$ cat config.mk
export PLATFORM = sky130hd
export DESIGN_NAME = dnms_dist_lane
export DESIGN_NICKNAME = d
export VERILOG_FILES = /design/src/rtl/dnms_pkg.sv /design/src/rtl/dnms_dist_lane.sv
export SDC_FILE = /design/constraint.sdc
export NUM_CORES = 1
export LEC_CHECK = 0
export ABC_AREA = 1
export BUFFER_PORTS_ARGS = -buffer_cell sky130_fd_sc_hd__buf_2
export CAP_MARGIN = 0
export CORE_MARGIN = 2
export CORE_UTILIZATION = 55
export DETAILED_ROUTE_END_ITERATION = 6
export PLACE_DENSITY = 0.78
export SLEW_MARGIN = 25
export SYNTH_ARGS = -nofsm -noshare
export SYNTH_HDL_FRONTEND = slang
export SYNTH_SLANG_ARGS = --single-unit
$ cat constraint.sdc
create_clock -name clk -period 6.7 [get_ports clk]
set_clock_uncertainty 0.05 [all_clocks]
set_input_delay 1.34 -clock clk [delete_from_list [all_inputs] [get_ports clk]]
set_output_delay 1.34 -clock clk [all_outputs]
set_load 0.005 [all_outputs]
$ cat src/rtl/dnms_pkg.sv
// dnms_pkg: types and constants shared by the distance NMS block.
// Word layouts for both channels, the retained-table entry and result codes.
// No dependencies.
`default_nettype none

package dnms_pkg;

  parameter int MAX_KEPT_DEF = 1024;

  parameter int LIMIT_W   = 34;
  parameter int MAG_W     = 23;
  parameter int SLOT_W    = 10;
  parameter int COUNT_W   = 11;
  parameter logic [LIMIT_W-1:0] LIMIT_RST = 34'd256;

  typedef enum logic [1:0] {
    ACT_APPEND  = 2'd0,
    ACT_REPLACE = 2'd1,
    ACT_WEAKER  = 2'd2,
    ACT_FULL    = 2'd3
  } action_t;

  typedef struct packed {
    logic               first_of_list;
    logic signed [15:0] point_x;
    logic signed [15:0] point_y;
    logic signed [23:0] strength;
  } in_word_t;

  typedef struct packed {
    action_t              action;
    logic [SLOT_W-1:0]    slot_index;
    logic [COUNT_W-1:0]   kept_count;
  } out_word_t;

  // one retained point; magnitude is already the saturated absolute strength
  typedef struct packed {
    logic signed [15:0] x;
    logic signed [15:0] y;
    logic [MAG_W-1:0]   mag;
  } entry_t;

  parameter int ENTRY_W = $bits(entry_t);

endpackage

`default_nettype wire

$ cat src/rtl/dnms_dist_lane.sv
// dnms_dist_lane: row of pipeline cells that test one table entry per cycle
// against the current point (difference, square, sum and compare).
// Depends on dnms_pkg; fed from dnms_ram read data.
`default_nettype none

module dnms_dist_lane #(
  parameter int AW = 10
) (
  input  wire logic                          clk,
  input  wire logic                          rst_n,
  input  wire logic                          flush,
  input  wire logic                          issue_valid,
  input  wire logic [AW-1:0]                 issue_slot,
  input  wire dnms_pkg::entry_t              entry,
  input  wire logic signed [15:0]            px,
  input  wire logic signed [15:0]            py,
  input  wire logic [dnms_pkg::LIMIT_W-1:0]  limit,
  output logic                               hit_valid,
  output logic [AW-1:0]                      hit_slot,
  output logic [dnms_pkg::MAG_W-1:0]         hit_mag,
  output logic                               busy
);

  // cell 0: tag alongside the registered RAM read
  logic          v0_r;
  logic [AW-1:0] slot0_r;
  // cell 1: absolute differences
  logic                       v1_r;
  logic [AW-1:0]              slot1_r;
  logic [dnms_pkg::MAG_W-1:0] mag1_r;
  logic [15:0]                adx1_r, ady1_r;
  // cell 2: squares
  logic                       v2_r;
  logic [AW-1:0]              slot2_r;
  logic [dnms_pkg::MAG_W-1:0] mag2_r;
  logic [31:0]                sqx2_r, sqy2_r;
  // cell 3: compare result
  logic                       hv3_r;
  logic [AW-1:0]              slot3_r;
  logic [dnms_pkg::MAG_W-1:0] mag3_r;

  logic [16:0] dx, dy, adx, ady;
  logic [32:0] sum_sq;
  logic        near;

  always_comb begin
    dx     = {px[15], px} - {entry.x[15], entry.x};
    dy     = {py[15], py} - {entry.y[15], entry.y};
    adx    = dx[16] ? (~dx + 17'd1) : dx;
    ady    = dy[16] ? (~dy + 17'd1) : dy;
    sum_sq = {1'b0, sqx2_r} + {1'b0, sqy2_r};
    near   = {1'b0, sum_sq} < limit;
  end

  always_ff @(posedge clk) begin
    if (!rst_n || flush) begin
      v0_r  <= 1'b0;
      v1_r  <= 1'b0;
      v2_r  <= 1'b0;
      hv3_r <= 1'b0;
    end else begin
      v0_r  <= issue_valid;
      v1_r  <= v0_r;
      v2_r  <= v1_r;
      hv3_r <= v2_r && near;
    end
  end

  always_ff @(posedge clk) begin
    slot0_r <= issue_slot;
    slot1_r <= slot0_r;
    mag1_r  <= entry.mag;
    adx1_r  <= adx[15:0];
    ady1_r  <= ady[15:0];
    slot2_r <= slot1_r;
    mag2_r  <= mag1_r;
    sqx2_r  <= adx1_r * adx1_r;
    sqy2_r  <= ady1_r * ady1_r;
    slot3_r <= slot2_r;
    mag3_r  <= mag2_r;
  end

  assign hit_valid = hv3_r;
  assign hit_slot  = slot3_r;
  assign hit_mag   = mag3_r;
  assign busy      = v0_r | v1_r | v2_r | hv3_r;

endmodule

`default_nettype wire

# Word-level counts from Yosys, hierarchy flattened
# Index checks and enable logic that the tools add are counted.
# op_classes
n_addsub,5
n_mul,2
n_bitwise,5
reduce_logical,3
magnitude_cmp,1
muxes,2
# ops
operator,count
$mul A16 B16 Y32,2
$lt A33 B34 Y1,1
$sub A16 B16 Y17,2
$add A32 B32 Y33,1
$add A16 B1 Y16 const B,2
$mux W16,2
$not A16 Y16,2
$or A1 B1 Y1,3
$logic_and A1 B1 Y1,1
$logic_not A1 Y1,1
$logic_or A1 B1 Y1,1
# word_totals
output_inout_bits,35
inputBits,135
reg_bits,209
word_cells,33

# Logic depth before layout (Yosys ltp)
# logic_depth
word_depth,4
ltp_mapped,28
ltp_nobuf,26

# Worst setup path before layout
# No wires, ideal clock.
# synth_path
kind,flip-flop to flip-flop
from,register adx1_r[4]
to,register sqx2_r[24]
t_arrival_ns,5.568
stages_incl_launch_ff,21
setup_time_ns,0.072
synth_period_minus_slack_ns,5.690
required_ns,6.578
path_slack_ns,1.010
path_buffers,2
cell_sequence,dfxtp_1 > clkbuf_1 > clkbuf_1 > nand2_1 > fa_1 > fa_1 > inv_1 > fa_1 > fa_1 > fa_1 > inv_1 > fa_1 > inv_1 > ha_1 > a21oi_1 > o21ai_0 > a21oi_1 > a21boi_0 > inv_1 > a21oi_1 > xnor2_1
# synth_between
elab_chain_cells,1
# synth_rtl
element,line_no,source
from (decl),dnms_dist_lane.sv:31,"logic [15:0] adx1_r, ady1_r;"
from (signal assigned),dnms_dist_lane.sv:73,adx1_r <= adx[15:0];
$mul A16 B16 Y32,dnms_dist_lane.sv:77,sqx2_r <= adx1_r * adx1_r;
to (signal assigned),dnms_dist_lane.sv:77,
to (decl),dnms_dist_lane.sv:36,"logic [31:0] sqx2_r, sqy2_r;"
# No other way between the ends.
# A chain may end at the register's enable or synchronous reset.

# Worst setup path in the final report
# layout_path
from,register adx1_r[8]
to,register sqx2_r[29]
# The elaborated chain is that of the path after synthesis.

==> results.rst <==
.. list-table::
   :header-rows: 1

   * - Metric
     - Value
   * - Run status
     - complete, but fails checks
   * - Violations in the final reports
     - DRC
   * - Arrival time worst endpoint
     - 6.44 ns
   * - Asr flop ratio synth
     - 0%
   * - Yosys cell types
     - 43
   * - Worst setup path category
     - register to register
   * - Number of enable-type register cells in the synthesized netlist
     - 0
   * - Final total negative setup slack
     - 0 ns
   * - Proportion of synthesized area in mux cells
     - 0%
   * - Number of vias after detailed routing
     - 18900
   * - Post-CTS sizing
     - 0
   * - Xor-xnor portion of the synthesized cell area
     - 4.95%
   * - Number of nets in the layout
     - 3950
   * - # hold bufs at CTS
     - 0
   * - CP max FO
     - 17
   * - Required time of the worst setup path
     - 7.09 ns
   * - X dimension of the die
     - 214 µm
   * - Synthesized flop and latch total
     - 207
   * - Final setup violating endpoints
     - 0
   * - Initial core utilization
     - 55.9%
   * - HPWL Detailed
     - 42600 µm
   * - Number of buffers added by the clock tree synthesis step
     - 25
   * - Number of max-cap violations
     - 0
   * - Overflow left after global routing
     - 0
   * - Slew at the pin closest to its max-slew limit
     - 0.944 ns
   * - Dominant combinational cell family by area after synthesis
     - adder cells
   * - Vias per cell
     - 4.99
   * - Buffers inserted during post-CTS setup optimization
     - 0
   * - Post-detailed-route DRC marker count
     - 1
   * - CTS tree
     - built
   * - Number of hold-slack violations in the final timing report
     - 0
   * - Clock tree root driver cell
     - sky130_fd_sc_hd__clkbuf_16
   * - Met2 Resource Use GR
     - 38.9%
   * - Average detailed-routed wire length per instance
     - 13.2 µm
   * - Mean post-synth cell area
     - 7.95 µm²
   * - Number of antenna violations at the first check in global routing
     - 0
   * - Adder-Cell Fraction of Synth Area
     - 42.5%
   * - Filler-free cell count of the finished design
     - 3794
   * - Met3 track utilization from global routing
     - 2.71%
   * - Post-synth net total
     - 3803
   * - Share of cells above drive strength 1
     - 7.85%
   * - Source-to-sink clock delay at the later pin of the worst-skew pair
     - 0.55 ns
   * - Floorplan die area
     - 45700 µm²
   * - Period utilisation layout
     - 90.3%
   * - Sinks on the clock net
     - 207
   * - Met1 track demand over resource in global routing
     - 31.6%
   * - Antenna-violating nets left
     - 0
   * - Die height
     - 214 µm
   * - Detailed router's first-iteration violation count
     - 1064
   * - PortBufs
     - 169
   * - Gpl congestion
     - 0.927
   * - Number of global-route vias before repair
     - 19200
   * - Max Transition Viols Final
     - 0
   * - Total wirelength of the detailed-routed design
     - 50100 µm
   * - First-pass GRT wire length
     - 86700 µm
   * - Gate Count Post-Synth
     - 3043
   * - Overall track demand over capacity in global routing
     - 23.3%
   * - Placed Instances
     - 3748
   * - Number of iterations in the first detailed-routing pass
     - 7
   * - Minimum clock period after layout
     - 6.05 ns
   * - Row Count
     - 76
   * - FF-to-FF path depth
     - 22
   * - Clock transition at the registers of the reported paths
     - 0.06 ns
   * - Share of synthesized cell area in and, or, nand and nor gates
     - 15.7%
   * - Hold Path Class
     - register to register
   * - Area growth, synth to finish
     - 9.58%
   * - Sequential-to-total area share from yosys stat
     - 17.1%
   * - Most common flop cell mapped by yosys
     - sky130_fd_sc_hd__dfxtp_1
   * - Utilization after layout
     - 61.2%
   * - Busiest metal layer after global routing
     - met2
   * - Antenna diode count
     - 0
   * - Maximum buffer depth of the clock tree
     - 3
   * - Core Region
     - 43300 µm²
   * - Highest clock frequency the design can meet
     - 165 MHz
   * - Normalized max-slew margin
     - 36.2%
   * - CP endpoint kind
     - register
   * - Post-synthesis instance area
     - 24200 µm²
   * - Compound-Gate Fraction of Synth Area
     - 6.15%
   * - Largest net degree at the start of global routing
     - 18
   * - Yosys warning total
     - 0
   * - RSZ-0062 raised after global routing
     - false
   * - Startpoint Class
     - register
   * - I/O pin count
     - 170
   * - Htree depth
     - 1
   * - Hold Path Stages
     - 0
per-stage QoR:
| step | setup WS (ns) | cell area [µm²] | hold WS [ns] |
|---|---|---|---|
| after global routing | 0.244 | 26500 | 0.278 |
| after floorplan | 1.01 | 24200 | 0.260 |
| after detailed placement | 0.705 | 25600 | 0.262 |
| after CTS | 0.669 | 26500 | 0.271 |
| final | 0.647 | 26500 | 0.271 |
| after global placement | 0.820 | 25600 | 0.260 |
logic make-up (layout without fill, tap and decap cells):
group | count (synthesis) | in the layout
AO/OA/AOI/OAI | 268 | 268
XOR/XNOR | 134 | 134
adder cells (fa/ha/maj) | 625 | 625
buffers and inverters | 871 | 1037
flip-flops | 207 | 207
AND/OR/NAND/NOR | 938 | 938
area by class of cell:
| type | instances | area, µm² |
|---|---|---|
| Tap cell | 585 | 732 |
| Clock inverter | 16 | 215 |
| Multi-Input combinational cell | 1965 | 16800 |
| Sequential cell | 207 | 4140 |
| Clock buffer | 30 | 674 |
| Inverter | 810 | 3040 |
| Timing Repair Buffer | 181 | 936 |
| Fill cell | 3806 | 16800 |
registers in the layout, indices dropped and copies added (netlist names):
name       cells
hit_slot      10
hit_mag       23
hit_valid      1
sqy2_r        31
ady1_r        16
slot2_r       10
slot0_r       10
v1_r           1
slot1_r       10
adx1_r        16
mag2_r        23
sqx2_r        31
v0_r           1
v2_r           1
mag1_r        23
routing by layer:
layer	routed length, µm	vias to the layer above	share of wire, %
met5	0	-	0
met1	22200	8876	44
li1	-	9408	-
met2	23300	568	46
met3	3130	90	6.2
met4	1580	0	3.1
layout by cell type (no fill, tap or decap), drive strengths merged, types with 2 or more instances in the layout:
master	netlist	layout
a21boi	4	4
clkinv	0	5
nand3b	4	4
xor2	87	87
o21a	7	7
dfxtp	207	207
nand3	75	75
and2	4	4
nor2	153	153
a31o	2	2
or2	3	3
nor3	21	21
inv	810	812
xnor2	47	47
clkbuf	58	30
a31oi	13	13
o21ai	63	63
ha	298	298
nor4	6	6
buf	3	181
bufinv	0	4
o211ai	6	6
fa	327	327
a21o	13	13
a21oi	147	147
nand2	650	650
nand4	21	21
o21bai	8	8
clkinvlp	0	5
final timing paths:
path,startpoint,to,slack [ns]
worst max register to register,adx1_r[8],sqx2_r[29],0.65
worst max-delay path,adx1_r[8],sqx2_r[29],0.65
worst min-delay path,slot0_r[8],slot1_r[8],0.27
worst min register to register,slot0_r[8],slot1_r[8],0.27
cells in the mapped netlist (all sizes together) (2+ instances only):
cell type | count | share of area [%]
or2 | 3 | 0.078
nand4 | 21 | 0.54
o211ai | 6 | 0.19
fa | 327 | 27
nand3 | 75 | 1.7
o21bai | 8 | 0.25
a31oi | 13 | 0.34
xor2 | 87 | 3.2
nor3 | 21 | 0.43
nor4 | 6 | 0.16
a21boi | 4 | 0.12
nand3b | 4 | 0.14
and2 | 4 | 0.10
xnor2 | 47 | 1.8
dfxtp | 207 | 17
nor2 | 153 | 2.4
inv | 810 | 13
buf | 3 | 0.093
nand2 | 650 | 10
a21oi | 147 | 3.1
ha | 298 | 15
o21ai | 63 | 1.3
a21o | 13 | 0.40
a31o | 2 | 0.072
clkbuf | 58 | 0.90
o21a | 7 | 0.22
critical path, stage by stage, from the launching register on:
cell                      delay (ns)
sky130_fd_sc_hd__dfxtp_1        0.75
sky130_fd_sc_hd__nand2_1        0.21
sky130_fd_sc_hd__fa_1           0.59
sky130_fd_sc_hd__inv_1          0.06
sky130_fd_sc_hd__fa_1           0.50
sky130_fd_sc_hd__fa_1           0.51
sky130_fd_sc_hd__fa_1           0.52
sky130_fd_sc_hd__fa_1           0.55
sky130_fd_sc_hd__inv_1          0.06
sky130_fd_sc_hd__fa_1           0.53
sky130_fd_sc_hd__inv_1          0.04
sky130_fd_sc_hd__ha_1           0.35
sky130_fd_sc_hd__a21oi_1        0.21
sky130_fd_sc_hd__o21ai_0        0.12
sky130_fd_sc_hd__inv_1          0.08
sky130_fd_sc_hd__nor2_1         0.04
sky130_fd_sc_hd__nor2_1         0.08
sky130_fd_sc_hd__nand3_1        0.20
sky130_fd_sc_hd__a21o_1         0.24
sky130_fd_sc_hd__nand2_1        0.07
sky130_fd_sc_hd__nand2_1        0.05
sky130_fd_sc_hd__nand2_1        0.07
sky130_fd_sc_hd__nand2_1        0.04
Power is not shown: default switching activity piles up to over one toggle a cycle in this logic, so the estimate is an artifact.
