**config.mk**
```make
export PLATFORM = sky130hd
export DESIGN_NAME = dnms_ram
export DESIGN_NICKNAME = d
export VERILOG_FILES = /design/src/rtl/dnms_ram.sv
export SDC_FILE = /design/constraint.sdc
export NUM_CORES = 1
export LEC_CHECK = 0
export BUFFER_PORTS_ARGS = -buffer_cell sky130_fd_sc_hd__buf_2
export CORE_MARGIN = 2
export CORE_UTILIZATION = 60
export CTS_CLUSTER_SIZE = 20
export DETAILED_ROUTE_END_ITERATION = 7
export GPL_TIMING_DRIVEN = 0
export PLACE_DENSITY = 0.78
export SLEW_MARGIN = 20
export SYNTH_ARGS = -nofsm -noshare
export SYNTH_HDL_FRONTEND = slang
export SYNTH_SLANG_ARGS = --single-unit
```
**constraint.sdc**
```tcl
create_clock -name clk -period 1.9 [get_ports clk]
set_clock_uncertainty 0.15 [all_clocks]
set_input_delay 0 -clock clk [delete_from_list [all_inputs] [get_ports clk]]
set_output_delay 0 -clock clk [all_outputs]
set_load 0.03 [all_outputs]
```
**src/rtl/dnms_ram.sv**
```systemverilog
// dnms_ram: generic single-write, single-read RAM with registered read data.
// Standalone; no package use.
`default_nettype none

module dnms_ram #(
  parameter int WIDTH = 8,
  parameter int DEPTH = 16
) (
  input  wire logic                     clk,
  input  wire logic                     we,
  input  wire logic [$clog2(DEPTH)-1:0] waddr,
  input  wire logic [WIDTH-1:0]         wdata,
  input  wire logic [$clog2(DEPTH)-1:0] raddr,
  output logic      [WIDTH-1:0]         rdata
);

  logic [WIDTH-1:0] mem [DEPTH];

  always_ff @(posedge clk) begin
    if (we) begin
      mem[waddr] <= wdata;
    end
    rdata <= mem[raddr];
  end

endmodule

`default_nettype wire

```
# Yosys cells after proc, flatten, opt, wreduce, memory -nomap -nowiden
# Memory sizes are Yosys's and may differ from the RTL's. A register that Yosys moved wholly into a read port is not among the register bits.
# Index checks and enable logic that the tools add are counted.
[totals]
word_cells = 3
ram_bits = 128
regBits = 0
output_inout_bits = 8
mem_count = 1
inputBits = 18
[mem_list]
columns = ["name", "depth", "word_bits", "rd", "rd_ports_with_merged_regs", "write_ports", "line_no", "rtl"]
rows = [
  ["mem", 16, 8, 1, 1, 1, "17", "logic [WIDTH-1:0] mem [DEPTH];"],
]
[op_classes]
muxes = 2
[op_table]
columns = ["operator", "n"]
rows = [
  ["1-bit two-way mux", 2],
]

# Longest topological paths before layout
# Gate-level depths: netlist of the first run.
[logic_depth]
ltp_word = 2
mapped_depth = 5
ltp_nobuf = 3

# Least setup slack after synthesis of the first run
# OpenSTA, ideal clock, no wires.
[synth_timing]
kind = "in2reg"
startpoint = "input waddr[2]"
endpoint = "memory mem[0][0], enable pin"
setup_ps = 383
path_buffers = 0
path_slack_ps = 257
cell_stages = 2
required_ps = 1367
arrival_time_ps = 1110
path_cell_list = "or3b_2 > nor3_1"
[synth_rtl]
columns = ["element", "line_no", "rtl"]
rows = [
  ["start, declared", "11", "input wire logic [$clog2(DEPTH)-1:0] waddr,"],
  ["end, declared", "17", ""],
]
# No word-level cell before the write port.

# Final worst setup path of the first run
[layout_timing]
startpoint = "input waddr[2]"
endpoint = "memory mem[1][4], enable pin"
# No word-level cell before the write port.

==> results.txt, run 1 <==
Of all cell types, the one taking the most synthesized area is sky130_fd_sc_hd__edfxtp_1. The average cell area after synthesis is 22.48 µm². In this run, placement finished with an instance count of 358. TritonCTS built the clock tree.

The die is 96.63 µm tall. Relative to the synthesized area, the layout overhead comes to 20.35%. In this run the clock root is driven by a sky130_fd_sc_hd__clkbuf_8. For the worst setup path, the data arrival time is 1.84 ns. The worst voltage drop across the vdd grid is 0.6680 mV.

Of the available clock period, the critical path in the final layout requires 97.18%. The max-cap check violation count came out at 0. The number of design rule violations left after detail routing came out at 0. The total number of nets in the final design came out at 308. The static leakage power came out at 2.107 nW. The main combinational cell family by area after synthesis is multiplexers. The final antenna-violating net count came out at 0. In the global route stage, met1 resource usage came out at 33.33%. Hold is met by 0.2832 ns.

The count of TritonRoute iterations in the first routing pass came out at 7. In this run the most used layer during global routing was met2. Once layout is complete, the cells apart from fillers number 408. The maximum net fanout on the critical path is 8.

The cell area that synthesis handed to floorplanning was 5147 µm². The final critical path time including I/O delays and setup is 1.846 ns. The gate count after technology mapping came out at 229. The number of unique standard cell types used by synthesis is 19. The synthesized-area fraction occupied by xor and xnor cells is 0%. The required time of the critical path came out at 1.90 ns.

The clock-pin slew on the worst setup and hold paths is 0.06 ns. The maximum cell stage delay along the critical path is 0.63 ns. The sequential element share of the synthesized area came out at 77.78%. The number of pins exceeding their max-slew limit in the final report is 0. The number of core rows is 33. The filler cell count is 450. The compound-gate portion of the synthesized area is 2.333%. Measured against the total synthesized area, the mux share comes to 15.02%. The highest-delay cell along the critical path is sky130_fd_sc_hd__nor2_1. The area of the core is 8258 µm². For this configuration, the core starts out at a cell density of 62.33%. Static timing analysis puts the maximum clock frequency at 0.5416 GHz. The first global-routing pass estimated 15530 µm of wire. Setup violations remaining at the end of the flow were counted as 0. The count of input and output buffers came out at 24.

The count of yosys warnings during synthesis came out at 0. The cell count of the worst reg-to-reg path is 3. Global routing used 36.43% of the available met2 tracks.

The number of buffers created by CTS is 17. In this run, synthesis inferred 128 flip-flops with an integrated enable. For the worst-skew pair, the clock arrives at the later sink with an insertion delay of 0.52 ns. The number of global-route vias before repair is 2602.

The main flop type after synthesis is sky130_fd_sc_hd__edfxtp_1. The via count normalized by instance count came out at 6.282. The net count after synthesis came out at 247. The critical path goes through dlygate4sd3_1, buf_2, or3b_2, nor2_1.

The detailed-route via count came out at 2563. For met3 alone, demand over resource in global routing was 6.503%. The post-route netlist has 29.04% of its cells at a drive strength greater than 1.

The remaining global-route overflow is 0. The clock sink total is 136. The overall die area is 9336 µm². Sorting the synthesized cells by how often they occur yields 128 x sky130_fd_sc_hd__edfxtp_1, 18 x sky130_fd_sc_hd__mux4_2, 16 x sky130_fd_sc_hd__a22oi_1. Setup repair after global routing left no endpoint under its margin. The worst setup path is launched from an input port. The routability congestion estimate came out at 0.7105. Wires add up to 10310 µm. The most common cell in the synthesized netlist is sky130_fd_sc_hd__edfxtp_1.

The share of async-settable or async-resettable flops after synthesis is 0%. The total global routing track utilization came out at 23.56%. The HPWL after detailed placement is 6005 µm. The transition time at the pin with the least slew margin came out at 0.8392 ns.

The run finished with clean final reports. The H-tree generated during clock tree synthesis spans 4 levels. Dividing total power by cell area gives a power density of 1130 nW/µm². The post-synthesis simple-gate area fraction came out at 3.184%.

The post-synthesis share of cell area spent on full adders, half adders and majority gates is 0%. Synthesis inferred 136 register bits. The final hold violation count is 0. 0 antenna diodes ended up in the layout. The total power after layout is 7.000 mW.

The area share of the leading cell type in the synthesized netlist came out at 74.67%. The initial antenna violation count was 0. The worst setup path is of the input port to flip-flop kind. The number of violations reported at the end of detailed-routing iteration 0 came out at 322.

Ranked by total cell area, the synthesized netlist is headed by sky130_fd_sc_hd__edfxtp_1 75%, sky130_fd_sc_hd__mux4_2 7.9%, sky130_fd_sc_hd__mux4_1 7.1%, sky130_fd_sc_hd__dfxtp_1 3.1%, sky130_fd_sc_hd__a22oi_1 2.3%. Entering global routing, the biggest net connects 17 pins. The detail-routed net length per standard cell is 25.27 µm. Measured against its own limit, the worst slew margin works out to 43.85%. The worst setup path is captured at a flip-flop. The count of boundary I/O pins came out at 26.

The worst hold path passes through 2 cells. The number of buffers on the longest clock path is 2. Measured along the x axis, the die boundary spans 96.63 µm.

In this run the worst hold path is classified as input port to flip-flop.
[logic make-up (layout without fill, tap and decap cells)]
family | after synthesis | after routing
simple gates | 35 | 35
mux | 32 | 32
flops | 136 | 136
buf+inv | 10 | 84
compound gates | 16 | 16
[state kept, by name, summed over array words and instances (netlist names)]
name and flops:
mem 128, rdata 8
[critical path, delay by kind of cell]
kind | cells | cell delay [ns]
buf+inv | 2 | 0.67
simple gates | 2 | 1.17
[stage by stage]
| stage | util, % | area [µm²] | setup TNS, ns | worst slack, ns |
|---|---|---|---|---|
| floorplan | - | 5147 | 0 | 0.2571 |
| global placement | 65.38 | 5399 | -2.509 | -0.2858 |
| detailed placement | 65.62 | 5419 | 0 | 0.07778 |
| CTS | 75.02 | 6195 | 0 | 0.04136 |
| global route | 75.02 | 6195 | 0 | 0.01893 |
| finish | 75.02 | 6195 | 0 | 0.05360 |
[placed cells by master (no fill, tap or decap), types with 3 or more instances in the layout]
cell type / instances
sky130_fd_sc_hd__dfxtp_1: 8
sky130_fd_sc_hd__edfxtp_1: 128
sky130_fd_sc_hd__a22oi_1: 16
sky130_fd_sc_hd__clkdlybuf4s25_2: 3
sky130_fd_sc_hd__buf_6: 3
sky130_fd_sc_hd__mux4_2: 18
sky130_fd_sc_hd__bufinv_16: 3
sky130_fd_sc_hd__buf_2: 27
sky130_fd_sc_hd__mux4_1: 14
sky130_fd_sc_hd__dlygate4sd3_1: 18
sky130_fd_sc_hd__nand2_1: 9
sky130_fd_sc_hd__clkbuf_16: 16
sky130_fd_sc_hd__clkbuf_8: 3
sky130_fd_sc_hd__nor3_2: 4
sky130_fd_sc_hd__nor2_1: 13
sky130_fd_sc_hd__clkinvlp_4: 3
sky130_fd_sc_hd__clkinv_2: 4
[layer usage]
metal  up-vias  share of wire, %
met5         -                 0
met4         0               1.3
met3        16                10
met2       141                50
met1      1310                38
li1       1096                 -
[cell type report]
type                       instances  area (µm²)  share of cell area [%]
multi-input combinational         83        1077                   17.39
clock inverter                    12       150.1                   2.424
tap                              105       131.4                   2.121
buffer                            10       86.33                   1.394
timing repair buffer              42       300.3                   4.848
clock buffer                      20       445.4                   7.190
sequential                       136        4004                   64.63
[timing repair]
item	4_1_cts	5_1_grt
hold buffers	18	0
resized for setup	0	0
setup buffers	0	0
hold endpoints to repair	171	0
[power breakdown]
group          internal [mW]  switching (mW)
clock network           2.06            1.18
registers               3.36          0.0177
logic                  0.158           0.230
[path summary, 6_finish.rpt]
kind | end | slack, ns | from
max reg2reg | rdata[5] | 0.35 | mem[10][5]
max | mem[1][4] | 0.05 | waddr[2]
min reg2reg | rdata[1] | 0.53 | mem[11][1]
min | mem[6][5] | 0.28 | wdata[5]
Power figures use the tool's default switching activity.
==> run 2, diff against run 1 <==
--- a/config.mk
+++ b/config.mk
@@ -5,6 +5,7 @@
 export SDC_FILE = /design/constraint.sdc
 export NUM_CORES = 1
 export LEC_CHECK = 0
+export ABC_AREA = 1
 export BUFFER_PORTS_ARGS = -buffer_cell sky130_fd_sc_hd__buf_2
 export CORE_MARGIN = 2
 export CORE_UTILIZATION = 60
==> constraint.sdc (replaced) <==
create_clock -name clk -period 1.9 [get_ports clk]
set_clock_uncertainty 0.15 [all_clocks]
set_input_delay 0.38 -clock clk [delete_from_list [all_inputs] [get_ports clk]]
set_output_delay 0.38 -clock clk [all_outputs]
set_load 0.03 [all_outputs]
==> results.txt, run 2 <==
The run finished with clean final reports. The insertion delay of the later-clocked pin in the worst-skew pair is 0.53 ns (about the same). The area share of the leading cell type in the synthesized netlist is 66.65% (-8.0 points).

The number of buffers on the longest clock path is 2 (unchanged). The detailed-route via count was 4063 (+59%). The count of placed standard cells in the final layout, fillers left out is 734 (+80%). The library cell used most frequently in the layout, excluding fill and tap cells, is sky130_fd_sc_hd__nand2_1. The number of buffers created by CTS is 17 (unchanged). The number of setup violations in the final report came to 0 (unchanged).

The number of design rule violations left after detail routing is 0 (unchanged). The count of TritonRoute iterations in the first routing pass came out at 6 (-1). The count of input and output buffers is 22 (-8.3%). The number of flip-flops in the largest register came out at 128 (unchanged).

The detail-routed net length per standard cell is 19.10 µm (-24%). The initial antenna violation count is 0 (unchanged). The number of global-route vias before repair was 3856 (+48%). The net switching power figure came out at 1.699 mW (+19%). The total number of nets in the final design is 610 (+98%).

The clock sink total is 136 (unchanged). More flip-flops sit in one register than any other, and that register is mem. The number of hold-repair buffers added at the cts stage is 0 (-18). The clock-pin slew on the worst setup and hold paths is 0.06 ns (about the same). Setup repair after global routing left no endpoint under its margin. The worst voltage drop across the vdd grid is 0.7482 mV (+12%).

The average cell area after synthesis was 10.47 µm² (-53%). The antenna diode instance count is 0 (unchanged). The number of pins exceeding their max-slew limit in the final report came to 0 (unchanged). TritonCTS built the clock tree. The placed instance count came out at 702 (+96%).

The highest-delay cell along the critical path is sky130_fd_sc_hd__dfxtp_1. The global-route wire length before repair is 21420 µm (+38%). The area of the core came to 9284 µm² (+12%). The clock root buffer is sky130_fd_sc_hd__clkbuf_8. The CTS H-tree depth is 4 (unchanged). The routability congestion estimate came to 0.8801 (+24%).

The netlist area before placement is 5767 µm² (+12%). The headroom to the max-slew limit is 35.42% (-8.4 points). The total global routing track utilization came out at 29.12% (+5.6 points). The number of unique standard cell types used by synthesis came out at 12 (-7). The kind of cell adding the most delay to the critical path is flip-flops. The initial core utilization came to 62.12% (-0.22 points).

The maximum net fanout on the critical path came out at 1 (-7). The critical path goes through buf_2. The count of boundary I/O pins is 26 (unchanged). The net count after synthesis came out at 569 (+130%). The data arrival time of the critical path came out at 1.03 ns (-0.81 ns). The sequential fraction of design power came out at 45.9% (-2.3 points). The gate count after technology mapping is 551 (+140%).

The y dimension of the die came out at 102.0 µm (+5.6%). The number of synthesized register bits was 136 (unchanged). The placed wire-length estimate came out at 8865 µm (+48%). Summed over all instances, the cell type with the most area after synthesis is sky130_fd_sc_hd__edfxtp_1. The remaining global-route overflow was 0 (unchanged). The worst setup path is launched from a flip-flop. The combined area of the multi-input logic cells was 1214 µm² (+13%). The number of synthesized flops with an enable pin was 128 (unchanged).

The final critical path time including I/O delays and setup came out at 1.564 ns (-0.2819 ns). The worst hold path belongs to the class input port to flip-flop. The category of the worst setup path capture point is an output pin. In the post-synthesis netlist, the biggest area contributors are sky130_fd_sc_hd__edfxtp_1 67%, sky130_fd_sc_hd__nand2_1 11%, sky130_fd_sc_hd__nand3_1 8.4%, sky130_fd_sc_hd__inv_1 6.5%, sky130_fd_sc_hd__dfxtp_1 2.8%. The worst-case setup slack after placement is -0.1980 ns (-0.2758 ns). The overall die area is 10410 µm² (+12%).

The static leakage power is 2.917 nW (+38%). The fraction of layout instances using a drive strength above 1 was 13.06% (-16 points). The via count normalized by instance count is 5.535 (-12%).

The combinational power share came to 6.5% (+1.0 points). The post-cts gate resize count was 0 (unchanged). The areal power density over the cells came out at 1102 nW/µm² (-2.5%). The portion of the clock cycle consumed by the worst path in the final layout was 82.34% (-15 points). The required time of the critical path is 1.37 ns (-0.53 ns). The top cell types in the final layout, fill and taps aside, are 173 x sky130_fd_sc_hd__nand2_1, 128 x sky130_fd_sc_hd__edfxtp_1, 100 x sky130_fd_sc_hd__inv_1. The part of the power in the clock network came out at 47.6% (+1.3 points).

The horizontal die dimension is 102.0 µm (+5.6%). The count of yosys warnings during synthesis is 0 (unchanged). The number of violations reported at the end of detailed-routing iteration 0 is 467 (+45%). The largest registers in the layout are mem x128, rdata x8. The total power after layout came to 7.346 mW (+4.9%). The minimum setup slack in the final design is 0.3355 ns (+0.2819 ns). The type of the worst setup path is flip-flop to output pin. The internal power summed over all cells is 5.648 mW (+1.3%). The main flop type after synthesis is sky130_fd_sc_hd__edfxtp_1. The share of async-settable or async-resettable flops after synthesis is 0% (unchanged). The switching portion of total power is 23.12% (+2.7 points). The number of core rows came to 35 (+6.1%). By count the netlist is led by 173 x sky130_fd_sc_hd__nand2_1, 128 x sky130_fd_sc_hd__edfxtp_1, 100 x sky130_fd_sc_hd__inv_1. The area growth from synthesis to layout is 15.60%. The pin count of the biggest net entering global routing came out at 17 (unchanged). The max-cap check violation count came out at 0 (unchanged).

The sequential element share of the synthesized area came out at 69.43% (-8.4 points). The final hold violation count came out at 0 (unchanged). The sequential cell area in the final layout came out at 4004 µm² (unchanged). The maximum cell stage delay along the critical path is 0.32 ns (-0.31 ns). The highest achievable clock rate is 0.6392 GHz (+18%). The filler cell count is 654 (+45%).

The total setup buffers inserted after CTS came out at 0 (unchanged). The routed wire length is 14020 µm (+36%). The worst hold slack is 0.1331 ns (-0.1501 ns). The most common cell in the synthesized netlist is sky130_fd_sc_hd__nand2_1. The buffers plus inverters on the worst setup path came out at 1 (-1). The final antenna-violating net count came to 0 (unchanged).

The transition time at the pin with the least slew margin is 0.9651 ns (+0.1260 ns).
[run 2: changes by cell type after synthesis, sizes merged, moves of 2 or more]
cell / previous run / this run
clkdlybuf4s25: 3 / 0
mux4: 32 / 0
nand3: 1 / 97
buf: 7 / 24
a22oi: 16 / 0
nand2b: 2 / 0
nor2: 13 / 17
inv: 0 / 102
nor3: 4 / 0
nand2: 9 / 173
[run 2: power by group through the flow]
| stage | logic [mW] | registers, mW | clock network [mW] |
|---|---|---|---|
| floorplan | 0.237 | 3.47 | 0 |
| global placement | 0.446 | 3.43 | 0 |
| detailed placement | 0.458 | 3.44 | 0 |
| CTS | 0.467 | 3.37 | 3.49 |
| global route | 0.515 | 3.38 | 3.61 |
| finish | 0.477 | 3.37 | 3.50 |
[run 2: area by class of cell]
class / count / share of cell area, %
clock inverters: 15 / 3.209
inverters: 102 / 5.743
plain buffers: 24 / 2.496
flip-flops and latches: 136 / 60.06
repair buffers: 22 / 1.652
multi-input cells: 289 / 18.21
well taps: 129 / 2.421
clock buffers: 17 / 6.212
[run 2: cells by family (layout without fill, tap and decap cells)]
kind of cell / Yosys count / count (layout) / share of synthesized area (%)
buf+inv: 126 / 180 / 9.525
flops: 136 / 136 / 69.43
simple gates: 289 / 289 / 21.05
[run 2: layer usage]
metal	GRT usage, %	wire (µm)	up-vias	share of wire (%)
li1	-	-	1859	-
met1	40.11	5401	1877	39
met2	44.38	6420	283	46
met3	6.635	1634	44	12
met4	14.26	561	0	4.0
met5	0	0	-	0
[run 2: stage by stage]
step / utilization (%) / TNS [ns] / area [µm²]
after floorplan: - / 0 / 5767
after global placement: 65.04 / -2.334 / 6038
after detailed placement: 65.04 / -6.725 / 6038
after CTS: 71.81 / 0 / 6666
after global routing: 71.81 / 0 / 6666
final: 71.81 / 0 / 6666
[run 2: final timing paths]
| path | cells after the start | slack, ns | endpoint | from |
|---|---|---|---|---|
| max | 1 | 0.34 | rdata[7] | rdata[7] |
| min | 1 | 0.13 | mem[13][6] | wdata[6] |
| max reg2reg | 6 | 0.71 | rdata[0] | mem[14][0] |
| min reg2reg | 6 | 0.56 | rdata[1] | mem[5][1] |
